File: config.mk
export PLATFORM = sky130hd
export DESIGN_NAME = pfsa_ctrl
export DESIGN_NICKNAME = d
export VERILOG_FILES = /design/src/pfsa_pkg.sv /design/src/pfsa_ctrl.sv
export SDC_FILE = /design/constraint.sdc
export NUM_CORES = 1
export LEC_CHECK = 0
export ABC_CLOCK_PERIOD_IN_PS = 1950
export BUFFER_PORTS_ARGS = -buffer_cell sky130_fd_sc_hd__buf_2
export CAP_MARGIN = 20
export CORE_AREA = 2 2 39 41
export CTS_CLUSTER_DIAMETER = 200
export DETAILED_ROUTE_END_ITERATION = 6
export DIE_AREA = 0 0 41 43
export PLACE_DENSITY = 0.68
export SLEW_MARGIN = 10
export SYNTH_ARGS = -nofsm -noshare
export SYNTH_HDL_FRONTEND = slang
export SYNTH_SLANG_ARGS = --single-unit
File: constraint.sdc
create_clock -name clock -period 1.95 [get_ports clock]
set_input_delay 0.39 -clock clock [delete_from_list [all_inputs] [get_ports clock]]
set_output_delay 0.39 -clock clock [all_outputs]
set_load 0.03 [all_outputs]
File: src/pfsa_pkg.sv
// Shared types and constants for the automaton path log-likelihood scorer.
// Used by pfsa_ctrl, pfsa_dpath and pfsa_path_log_likelihood; no dependencies.
package pfsa_pkg;

   // Fixed field widths of the request and result items.
   localparam int KIND_W   = 2;
   localparam int STATE_W  = 6;
   localparam int SYMBOL_W = 4;
   localparam int COST_W   = 24;
   localparam int OUT_W    = 24;
   localparam int SUM_W    = 48;

   // The divider produces one quotient bit per cycle over the whole sum.
   localparam int DIV_CNT_W = $clog2(SUM_W);

   // Default sizes handed to the top level.
   localparam int STATE_COUNT_DEF = 64;
   localparam int NUM_SYMBOLS_DEF = 16;
   localparam int COUNT_BITS_DEF  = 24;

   // Request kinds.
   typedef enum logic [KIND_W-1:0] {
      REQ_WRITE  = 2'd0,
      REQ_START  = 2'd1,
      REQ_SYMBOL = 2'd2
   } req_kind_type;

   // One request item.
   typedef struct packed {
      logic [KIND_W-1:0]   req_type;
      logic [STATE_W-1:0]  row_state;
      logic [SYMBOL_W-1:0] row_symbol;
      logic [STATE_W-1:0]  entry_next;
      logic                entry_allowed;
      logic [COST_W-1:0]   entry_cost;
      logic [STATE_W-1:0]  start_state;
      logic [SYMBOL_W-1:0] in_symbol;
      logic                last_symbol;
   } req_item_type;

   // One result item.
   typedef struct packed {
      logic [OUT_W-1:0] mean_cost;
      logic             failed;
      logic [OUT_W-1:0] seq_length;
   } rsp_item_type;

   // One word of the transition table.
   typedef struct packed {
      logic [STATE_W-1:0] next_state;
      logic               allowed;
      logic [COST_W-1:0]  cost;
   } entry_type;

   // Commands from the controller to the datapath.
   typedef struct packed {
      logic take;
      logic apply;
      logic div_load;
      logic div_step;
      logic emit;
   } cmd_type;

   // Status from the datapath to the controller.
   typedef struct packed {
      logic last;
      logic fail_next;
      logic out_free;
   } sts_type;

endpackage

File: src/pfsa_ctrl.sv
// Controller state machine of the automaton scorer.
// Depends on pfsa_pkg for command, status and request kind types.
module pfsa_ctrl (
   input  logic                         clock,
   input  logic                         reset,
   input  logic                         req_valid,
   input  logic [pfsa_pkg::KIND_W-1:0]  req_kind,
   output logic                         req_stall,
   input  pfsa_pkg::sts_type            sts,
   output pfsa_pkg::cmd_type            cmd
);

   typedef enum logic [4:0] {
      S_IDLE     = 5'b00001,
      S_APPLY    = 5'b00010,
      S_DIV_LOAD = 5'b00100,
      S_DIV      = 5'b01000,
      S_EMIT     = 5'b10000
   } state_type;

   localparam logic [pfsa_pkg::DIV_CNT_W-1:0] DIV_LAST =
      pfsa_pkg::DIV_CNT_W'(pfsa_pkg::SUM_W - 1);

   state_type                       state_ff, state_in;
   logic [pfsa_pkg::DIV_CNT_W-1:0]  div_cnt_ff, div_cnt_in;

   // Input is taken only while no item is in flight.
   assign req_stall = (state_ff != S_IDLE);

   // Next state and command decode.
   always_comb begin
      state_in     = state_ff;
      div_cnt_in   = div_cnt_ff;
      cmd          = '0;
      unique case (state_ff)
         S_IDLE: begin
            if (req_valid) begin
               cmd.take = 1'b1;
               if (req_kind == pfsa_pkg::REQ_SYMBOL) begin
                  state_in = S_APPLY;
               end
            end
         end
         S_APPLY: begin
            cmd.apply = 1'b1;
            if (sts.last) begin
               state_in = sts.fail_next ? S_EMIT : S_DIV_LOAD;
            end else begin
               state_in = S_IDLE;
            end
         end
         S_DIV_LOAD: begin
            cmd.div_load = 1'b1;
            div_cnt_in   = '0;
            state_in     = S_DIV;
         end
         S_DIV: begin
            cmd.div_step = 1'b1;
            div_cnt_in   = div_cnt_ff + 1'b1;
            if (div_cnt_ff == DIV_LAST) begin
               state_in = S_EMIT;
            end
         end
         S_EMIT: begin
            if (sts.out_free) begin
               cmd.emit = 1'b1;
               state_in = S_IDLE;
            end
         end
         default: begin
            state_in = S_IDLE;
         end
      endcase
   end

   // State registers.
   always_ff @(posedge clock) begin
      if (reset) begin
         state_ff   <= S_IDLE;
         div_cnt_ff <= '0;
      end else begin
         state_ff   <= state_in;
         div_cnt_ff <= div_cnt_in;
      end
   end

endmodule

==> results of run 1 <==
[metal layers]
metal	global-route usage	wire length (um)	share of wire
met5	0	0	0
met4	0.0800	30	0.023
met3	0.0471	64	0.049
met2	0.281	609	0.46
met1	0.212	610	0.46
[cell families (layout without fill, tap and decap cells)]
family / after synthesis / count (layout) / share of synthesized area
AND/OR/NAND/NOR: 39 / 39 / 0.378
AO/OA/AOI/OAI: 15 / 15 / 0.171
flip-flops: 11 / 11 / 0.371
buffers and inverters: 4 / 20 / 0.0253
adder cells (fa/ha/maj): 1 / 1 / 0.0211
XOR/XNOR: 1 / 1 / 0.0148
multiplexers: 1 / 1 / 0.0190
[power breakdown]
part	switching, mW	total (mW)	internal [mW]
Sequential	0.00341	0.230	0.226
Combinational	0.0264	0.0451	0.0187
Clock	0.0812	0.160	0.0793
Total	0.111	0.435	0.324
[worst max-delay path: stages (launching register included)]
cell and delay, ns:
dfxtp_2 0.35, nor3_1 0.27, nand2_1 0.16, inv_1 0.21, buf_2 0.24
[area by class of cell]
class / instances / area (sq um) / share of cell area
multi-input combinational: 57 / 365 / 0.512
tap: 16 / 20.0 / 0.0281
sequential: 11 / 223 / 0.312
clock buffer: 4 / 26.3 / 0.0368
timing repair buffer: 13 / 67.6 / 0.0947
inverter: 3 / 11.3 / 0.0158
[how the worst min path moves through the flow]
stage / start / endpoint / slack [ns]
after detailed placement: div_cnt_ff[3] / div_cnt_ff[3] / 0.49
after global routing: sts[1] / state_ff[2] / 0.29
after CTS: sts[1] / state_ff[2] / 0.29
after floorplan: div_cnt_ff[3] / div_cnt_ff[3] / 0.46
final: sts[1] / state_ff[2] / 0.28
after global placement: div_cnt_ff[1] / div_cnt_ff[1] / 0.49
[registers in the layout, summed over array words and instances (netlist names)]
name	cells
state_ff	5
div_cnt_ff	6
[per-stage QoR]
| step | cells | hold WS [ns] |
|---|---|---|
| final | 104 | 0.284 |
| after global routing | 104 | 0.295 |
| after CTS | 104 | 0.292 |
| after detailed placement | 100 | 0.489 |
| after global placement | 100 | 0.489 |
| after floorplan | 72 | 0.463 |
[synthesized netlist by cell type, types with 2 or more instances]
cell | instances | area [sq um]
nor3_1 | 3 | 15.0
nor2_1 | 9 | 33.8
nand3b_1 | 2 | 15.0
and3_1 | 4 | 25.0
a21oi_1 | 6 | 30.0
o211ai_1 | 2 | 15.0
inv_1 | 3 | 11.3
or3_1 | 2 | 12.5
nand2b_1 | 3 | 18.8
nand3_1 | 3 | 15.0
nand2_1 | 5 | 18.8
dfxtp_1 | 11 | 220
[repair_timing]
item	CTS	global route
endpoints found under the setup margin	1	2
buffers inserted	0	0
gates resized for setup	1	5
==> results.json, run 1 <==
{
  "status": "completed",
  "synth_area_sq_um": 593,
  "crit_path_start": "state_ff[4]",
  "start_util": 0.429,
  "cp.required_ns": 1.56,
  "clockBufferDepth": 2,
  "cp.arrival_ns": 1.50,
  "hpwl_um": 990,
  "grt_overflow": 0,
  "finClkSkew_ns": 0.00128,
  "die_x_um": 41,
  "vias": 592,
  "firstDrtPassIters": 4,
  "cts.clk_slew.worst_paths_ns": 0.07,
  "p_per_area_nw_per_um2": 611,
  "globalplace.congestion": 0.822,
  "tightest_slew_ns": 0.307,
  "layout.nets": 98,
  "final_cell_mix": "12 x buf_2, 9 x dfxtp_1, 8 x nor2_1",
  "die_h_um": 43,
  "setup_viol": 0,
  "die_area_sq_um": 1760,
  "grt.total_usage": 0.178,
  "hold_viol": 0,
  "drc": 0,
  "ys_seq_area_frac": 0.371,
  "crit_type": "reg -> out",
  "slew_headroom": 0.794,
  "rr_endpoint": "div_cnt_ff[5]",
  "end_kind": "output pin",
  "slew_viol_final": 0,
  "antennaDiodeCount": 0,
  "fin_tns_setup_ns": 0,
  "reg2regPathDepth": 4,
  "place_ws_ns": 0.276,
  "ant_nets": 0,
  "grt_pass1_vias": 516,
  "ys.flop_type": "dfxtp_1",
  "htree_levels": 1,
  "grt_start_max_net_pins": 12,
  "stdcell_area_sq_um": 713,
  "max_freq_mhz": 529,
  "p_total_mw": 0.435,
  "synthDistinctLibCells": 31,
  "cts.sinks": 11,
  "vdd_drop_max_uv": 274,
  "worstSetupStartpointType": "flop",
  "cts_tree": "done",
  "wl_per_cell_um": 12.6,
  "cts-hold-fix-buffers": 0,
  "rsz0062_at_grt": "no",
  "regToRegSetupSlack_ns": 0.35,
  "r2r_start": "state_ff[4]",
  "ios": 14,
  "cts_inserted_buffers": 3,
  "synthesis.nets": 81,
  "drt_iter0_drc": 8,
  "vias_per_cell": 5.69,
  "ctsRootBufferMaster": "clkbuf_4",
  "fin_util": 0.515,
  "synthCells": 72,
  "core.rowCount": 14,
  "drt_wl_total_mm": 1.31,
  "period_share": 0.970,
  "io_buffer_count": 13,
  "avgSynthCellArea_sq_um": 8.24,
  "hp-class": "in -> reg",
  "area_growth_pct": 20.3,
  "endpoint": "cmd[1]",
  "final_common_cell": "buf_2",
  "p_leak_nw": 0.321,
  "hold-path-cell-count": 2,
  "fp.coreArea_sq_um": 1380,
  "grt_antenna_before_repair": 0,
  "critPathMaxFanout": 7,
  "dpl_cell_area_sq_um": 674,
  "ys_warn_count": 0,
  "nFillCells": 127,
  "synthArstFlopShare": 0,
  "setup_ws_ns": 0.0588,
  "grt_pass1_wl_mm": 2.13,
  "synth_edf_count": 0,
  "cap_violations": 0,
  "clock_latency_ns": 0.27,
  "drive_above_1_share": 0.250,
  "ys_ff_latch": 11,
  "min_period_ns": 1.89
}
Power figures use the tool's default switching activity.
==> run 2: changes to the inputs <==
CELL_PAD_IN_SITES_DETAIL_PLACEMENT = 0   (was not set)
CELL_PAD_IN_SITES_GLOBAL_PLACEMENT = 1   (was not set)
CORE_AREA = not set   (was 2 2 39 41)
CORE_MARGIN = 2   (was not set)
CORE_UTILIZATION = 36   (was not set)
DIE_AREA = not set   (was 0 0 41 43)
PLACE_DENSITY = 0.73   (was 0.68)
SLEW_MARGIN = not set   (was 10)
==> run 2 against run 1 <==
  * Maximum frequency is 1.7% higher
  * Core utilization fell by 4.4 points
  * Combinational power hardly changed
  * Final area up 0.70%
  * Global-route usage is 1.8 points lower
  * Largest cell class unchanged
==> results.json, run 2 (synthesis results as in run 1) <==
{
  "layout.nets": 98,
  "nFillCells": 165,
  "gr-usage-met3": 0.0735,
  "antennaDiodeCount": 0,
  "vias_per_cell": 5.49,
  "hpwl_um": 989,
  "hold-path-cell-count": 2,
  "slew_headroom": 0.816,
  "p_comb_frac": 0.105,
  "vias": 571,
  "clock_latency_ns": 0.27,
  "sw_frac_of_total": 0.243,
  "slew_viol_final": 0,
  "use_met1": 0.187,
  "rsz0062_at_grt": "no",
  "cts.sinks": 11,
  "globalplace.congestion": 0.731,
  "critPathMaxFanout": 7,
  "htree_levels": 1,
  "final_common_cell": "buf_2",
  "status": "completed",
  "grt_start_max_net_pins": 12,
  "wl_per_cell_um": 12.4,
  "cp.required_ns": 1.56,
  "grt_overflow": 0,
  "pwr-share-seq": 0.536,
  "grt_antenna_before_repair": 0,
  "grt_pass1_vias": 520,
  "io_buffer_count": 13,
  "p_leak_nw": 0.319,
  "stdcell_area_sq_um": 718,
  "cp.arrival_ns": 1.47,
  "setup_viol": 0,
  "crit_family": "simple AND/OR/NAND/NOR gates",
  "area_growth_pct": 21.1,
  "tightest_slew_ns": 0.275,
  "cp.buffers_inverters": 1,
  "rr_endpoint": "div_cnt_ff[5]",
  "period_share": 0.953,
  "crit_type": "reg -> out",
  "cts.clk_slew.worst_paths_ns": 0.07,
  "p_int_mw": 0.325,
  "worstSetupStartpointType": "flop",
  "dpl_cell_area_sq_um": 674,
  "max_freq_mhz": 538,
  "finClkSkew_ns": 0.00291,
  "fin_tns_setup_ns": 0,
  "cts_inserted_buffers": 3,
  "grt.total_usage": 0.160,
  "ios": 14,
  "cap_violations": 0,
  "clockBufferDepth": 2,
  "largest_reg_flops": 6,
  "ctsRootBufferMaster": "clkbuf_4",
  "cp_slowest_stage_delay_ns": 0.41,
  "hold_path_end": "state_ff[2]",
  "drive_above_1_share": 0.273,
  "drc": 0,
  "p_per_area_nw_per_um2": 597,
  "pwr-share-clk": 0.359,
  "hold_viol": 0,
  "cts_tree": "done",
  "path_cells": "or3_4 -> nor2_4 -> and2_1 -> buf_4",
  "drt_iter0_drc": 8,
  "postCtsSetupRepairBufs": 0,
  "fp.coreArea_sq_um": 1520,
  "vdd_drop_max_uv": 333,
  "power.switching_mw": 0.104,
  "start_util": 0.389,
  "min_period_ns": 1.86,
  "die_area_sq_um": 1990,
  "use_met2": 0.255,
  "regToRegSetupSlack_ns": 0.33,
  "worstHoldStart": "sts[1]",
  "busiest_layer": "met2",
  "ant_nets": 0,
  "grt_pass1_wl_mm": 2.23,
  "end_kind": "output pin",
  "die_h_um": 44.6,
  "drt_wl_total_mm": 1.29,
  "firstDrtPassIters": 4,
  "top_regs": "div_cnt_ff x6, state_ff x5",
  "final_cell_mix": "12 x buf_2, 9 x dfxtp_1, 8 x nor2_1",
  "core.rowCount": 14,
  "r2r_start": "state_ff[4]",
  "die_x_um": 44.6,
  "crit_slowest_cell": "or3_4",
  "hp-class": "in -> reg",
  "top_register": "div_cnt_ff",
  "reg2regPathDepth": 4
}
==> run 2: cell counts in the layout (fill, tap and decap cells not counted) <==
No cell type changed its count.
==> run 2: power groups by stage <==
stage | Combinational (mW) | Clock [mW] | Sequential, mW
finish | 0.0448 | 0.154 | 0.230
global route | 0.0495 | 0.178 | 0.230
CTS | 0.0435 | 0.164 | 0.230
detailed placement | 0.0415 | 0 | 0.235
global placement | 0.0417 | 0 | 0.235
floorplan | 0.0265 | 0 | 0.234
==> run 2: worst max path at each step <==
stage,startpoint,to,depth (start not counted)
after detailed placement,state_ff[4],cmd[4],4
final,state_ff[4],cmd[4],4
after CTS,state_ff[4],cmd[4],4
after global placement,state_ff[4],cmd[4],4
after global routing,state_ff[4],cmd[4],4
after floorplan,state_ff[2],cmd[0],2
==> run 2: through the flow <==
step	setup WS [ns]	total power, mW	util	hold slack (ns)	std cells
after floorplan	0.156	0.261	-	0.463	72
after global placement	0.287	0.277	0.443	0.485	100
after detailed placement	0.254	0.277	0.443	0.494	100
after CTS	0.0259	0.438	0.463	0.281	104
after global routing	0.0214	0.458	0.471	0.266	104
final	0.0913	0.429	0.471	0.286	104
==> run 2: repair_timing <==
| item | CTS | global route |
|---|---|---|
| hold buffers | 0 | 0 |
| endpoints found under the setup margin | 1 | 2 |
| gates resized for setup | 2 | 5 |
| gates cloned | 0 | 0 |
==> run 2: cell type report <==
class	instances	area (sq um)	area share
clock buffer	4	26.3	0.0366
inverter	3	11.3	0.0157
multi-input combinational	57	370	0.516
sequential	11	223	0.310
tap	16	20.0	0.0279
timing repair buffer	13	67.6	0.0941
==> run 2: metal layers <==
layer,vias to the layer above,part of all wire
met5,-,0
met4,0,0.0078
met3,2,0.057
met2,14,0.47
met1,257,0.46
li1,298,-
==> run 3: changes to the inputs <==
ABC_AREA = 1   (was not set)
CORE_UTILIZATION = 35   (was 36)
==> run 3 against run 2 <==
  * Clock skew grew 0.00054 ns
  * Maximum frequency grew 9.8%
  * Synthesized area grew 9.5%
  * Via count grew 9.1%
  * Hold slack gained 0.10 ns
  * Flip-flop and latch count is the same
  * Global-route usage shrank 0.61 points
  * Critical path type unchanged
  * Largest power group is now combinational cells
==> results.json, run 3 <==
{
  "slew_headroom": 0.792,
  "ys.flop_type": "dfxtp_1",
  "period_share": 0.868,
  "hp-class": "in -> reg",
  "cts.sinks": 11,
  "grt_antenna_before_repair": 0,
  "synthCells": 97,
  "p_leak_nw": 0.375,
  "top_register": "div_cnt_ff",
  "postCtsSetupRepairBufs": 0,
  "cts_tree": "done",
  "die_x_um": 47.1,
  "post_cts_resized": 0,
  "grt_start_max_net_pins": 9,
  "ys_seq_area_frac": 0.339,
  "cp.buffers_inverters": 2,
  "synth_area_leaders": "dfxtp_1 34%, nand2_1 13%, nor2_1 9.8%",
  "synth_edf_count": 0,
  "synthDistinctLibCells": 22,
  "status": "completed",
  "area_growth_pct": 18.3,
  "cts.clk_slew.worst_paths_ns": 0.08,
  "stdcell_area_sq_um": 768,
  "synth_top_area_cell": "dfxtp_1",
  "cts-hold-fix-buffers": 0,
  "p_per_area_nw_per_um2": 1060,
  "min_period_ns": 1.69,
  "fin_tns_setup_ns": 0,
  "crit_type": "reg -> out",
  "firstDrtPassIters": 4,
  "drt_wl_total_mm": 1.38,
  "wl_per_cell_um": 9.99,
  "synthArstFlopShare": 0,
  "die_h_um": 47.1,
  "slew_viol_final": 0,
  "vias_per_cell": 4.51,
  "fin_util": 0.445,
  "ant_nets": 0,
  "final_common_cell": "nand2_1",
  "p_total_mw": 0.815,
  "layout.nets": 123,
  "crit_family": "simple AND/OR/NAND/NOR gates",
  "setup_viol": 0,
  "tightest_slew_ns": 0.312,
  "drt_iter0_drc": 9,
  "holdWs_ns": 0.387,
  "ctsRootBufferMaster": "clkbuf_4",
  "die_area_sq_um": 2220,
  "cp_slowest_stage_delay_ns": 0.34,
  "end_kind": "output pin",
  "cap_violations": 0,
  "largest_reg_flops": 6,
  "htree_levels": 1,
  "vias": 623,
  "synthesis.nets": 106,
  "drive_above_1_share": 0.283,
  "synth_top_area_share": 0.339,
  "cp.arrival_ns": 1.30,
  "placed_cells": 134,
  "setup_ws_ns": 0.257,
  "drc": 0,
  "grt_overflow": 0,
  "final_cell_mix": "22 x nand2_1, 17 x nor2_1, 13 x buf_2",
  "max_freq_mhz": 591,
  "clockBufferDepth": 2,
  "clock_latency_ns": 0.27,
  "hpwl_mm": 1.09,
  "grt.total_usage": 0.153,
  "crit_slowest_cell": "dfxtp_1",
  "core.rowCount": 15,
  "antennaDiodeCount": 0,
  "rsz0062_at_grt": "no",
  "ys_ff_latch": 11,
  "synth_most_common_cell": "nand2_1",
  "io_buffer_count": 13,
  "dpl_cell_area_sq_um": 742,
  "finClkSkew_ns": 0.00345,
  "worstSetupStartpointType": "flop",
  "grt_pass1_vias": 574,
  "top_regs": "div_cnt_ff x6, state_ff x5",
  "path_cells": "inv_1 -> nand2_1 -> nor2_1 -> nand2_1 -> nor2_1 -> buf_2",
  "cp.required_ns": 1.56,
  "start_util": 0.376,
  "yosys-top-cells-count": "22 x nand2_1, 17 x nor2_1, 11 x dfxtp_1",
  "critPathMaxFanout": 4,
  "nFillCells": 195,
  "hold_viol": 0,
  "grt_pass1_wl_mm": 2.34,
  "cts_inserted_buffers": 3,
  "stdcell_count": 138,
  "globalplace.congestion": 0.740,
  "synth_area_sq_um": 649,
  "ios": 14,
  "avgSynthCellArea_sq_um": 6.69,
  "vdd_drop_max_uv": 646,
  "ys_warn_count": 0,
  "place_ws_ns": 0.548,
  "fp.coreArea_sq_um": 1730
}
run 3: changes by cell type in the layout (fill, tap and decap cells not counted), sizes merged, moves of 4 or more:
cell,delta
inv,+9
nor2,+12
nand2,+19
nand3,+5
and3,-4
run 3: cell families (layout without fill, tap and decap cells):
| kind of cell | after synthesis | count (layout) | share of synthesized area |
|---|---|---|---|
| AND/OR/NAND/NOR | 60 | 60 | 0.451 |
| buffers and inverters | 13 | 29 | 0.0751 |
| AO/OA/AOI/OAI | 11 | 11 | 0.102 |
| flip-flops | 11 | 11 | 0.339 |
| adder cells (fa/ha/maj) | 1 | 1 | 0.0193 |
| XOR/XNOR | 1 | 1 | 0.0135 |
run 3: final cells by class:
type                       instances  area (sq um)  share of cell area
inverter                          12          45.0              0.0586
timing repair buffer              13          65.1              0.0847
sequential                        11           220               0.287
tap                               25          31.3              0.0407
clock buffer                       4          26.3              0.0342
multi-input combinational         73           380               0.495
run 3: worst register-to-register path, cell delays in order (launching register included):
cell     delay (ns)
dfxtp_1        0.40
ha_1           0.23
nand3_2        0.12
o21ai_2        0.20
nand3_2        0.10
nor3_1         0.21
run 3: path summary, 6_finish.rpt:
kind | start | endpoint | slack (ns) | cells past startpoint
min reg2reg | div_cnt_ff[5] | div_cnt_ff[5] | 0.48 | 2
max | state_ff[2] | cmd[4] | 0.26 | 6
max reg2reg | div_cnt_ff[0] | state_ff[2] | 0.59 | 5
min | reset | div_cnt_ff[3] | 0.39 | 2
run 3: routing by layer:
| metal | routed length [um] | vias up | global-route usage |
|---|---|---|---|
| met3 | 50 | 5 | 0.0462 |
| met2 | 578 | 10 | 0.214 |
| li1 | - | 341 | - |
| met5 | 0 | - | 0 |
| met4 | 29 | 0 | 0.0833 |
| met1 | 719 | 267 | 0.211 |
run 3: where the power goes:
group          switching (mW)  total (mW)  leakage [nW]  internal, mW
registers              0.0342       0.288        0.0892         0.254
logic                   0.248       0.362         0.270         0.114
clock network          0.0853       0.165        0.0150        0.0793
total                   0.368       0.815         0.375         0.448
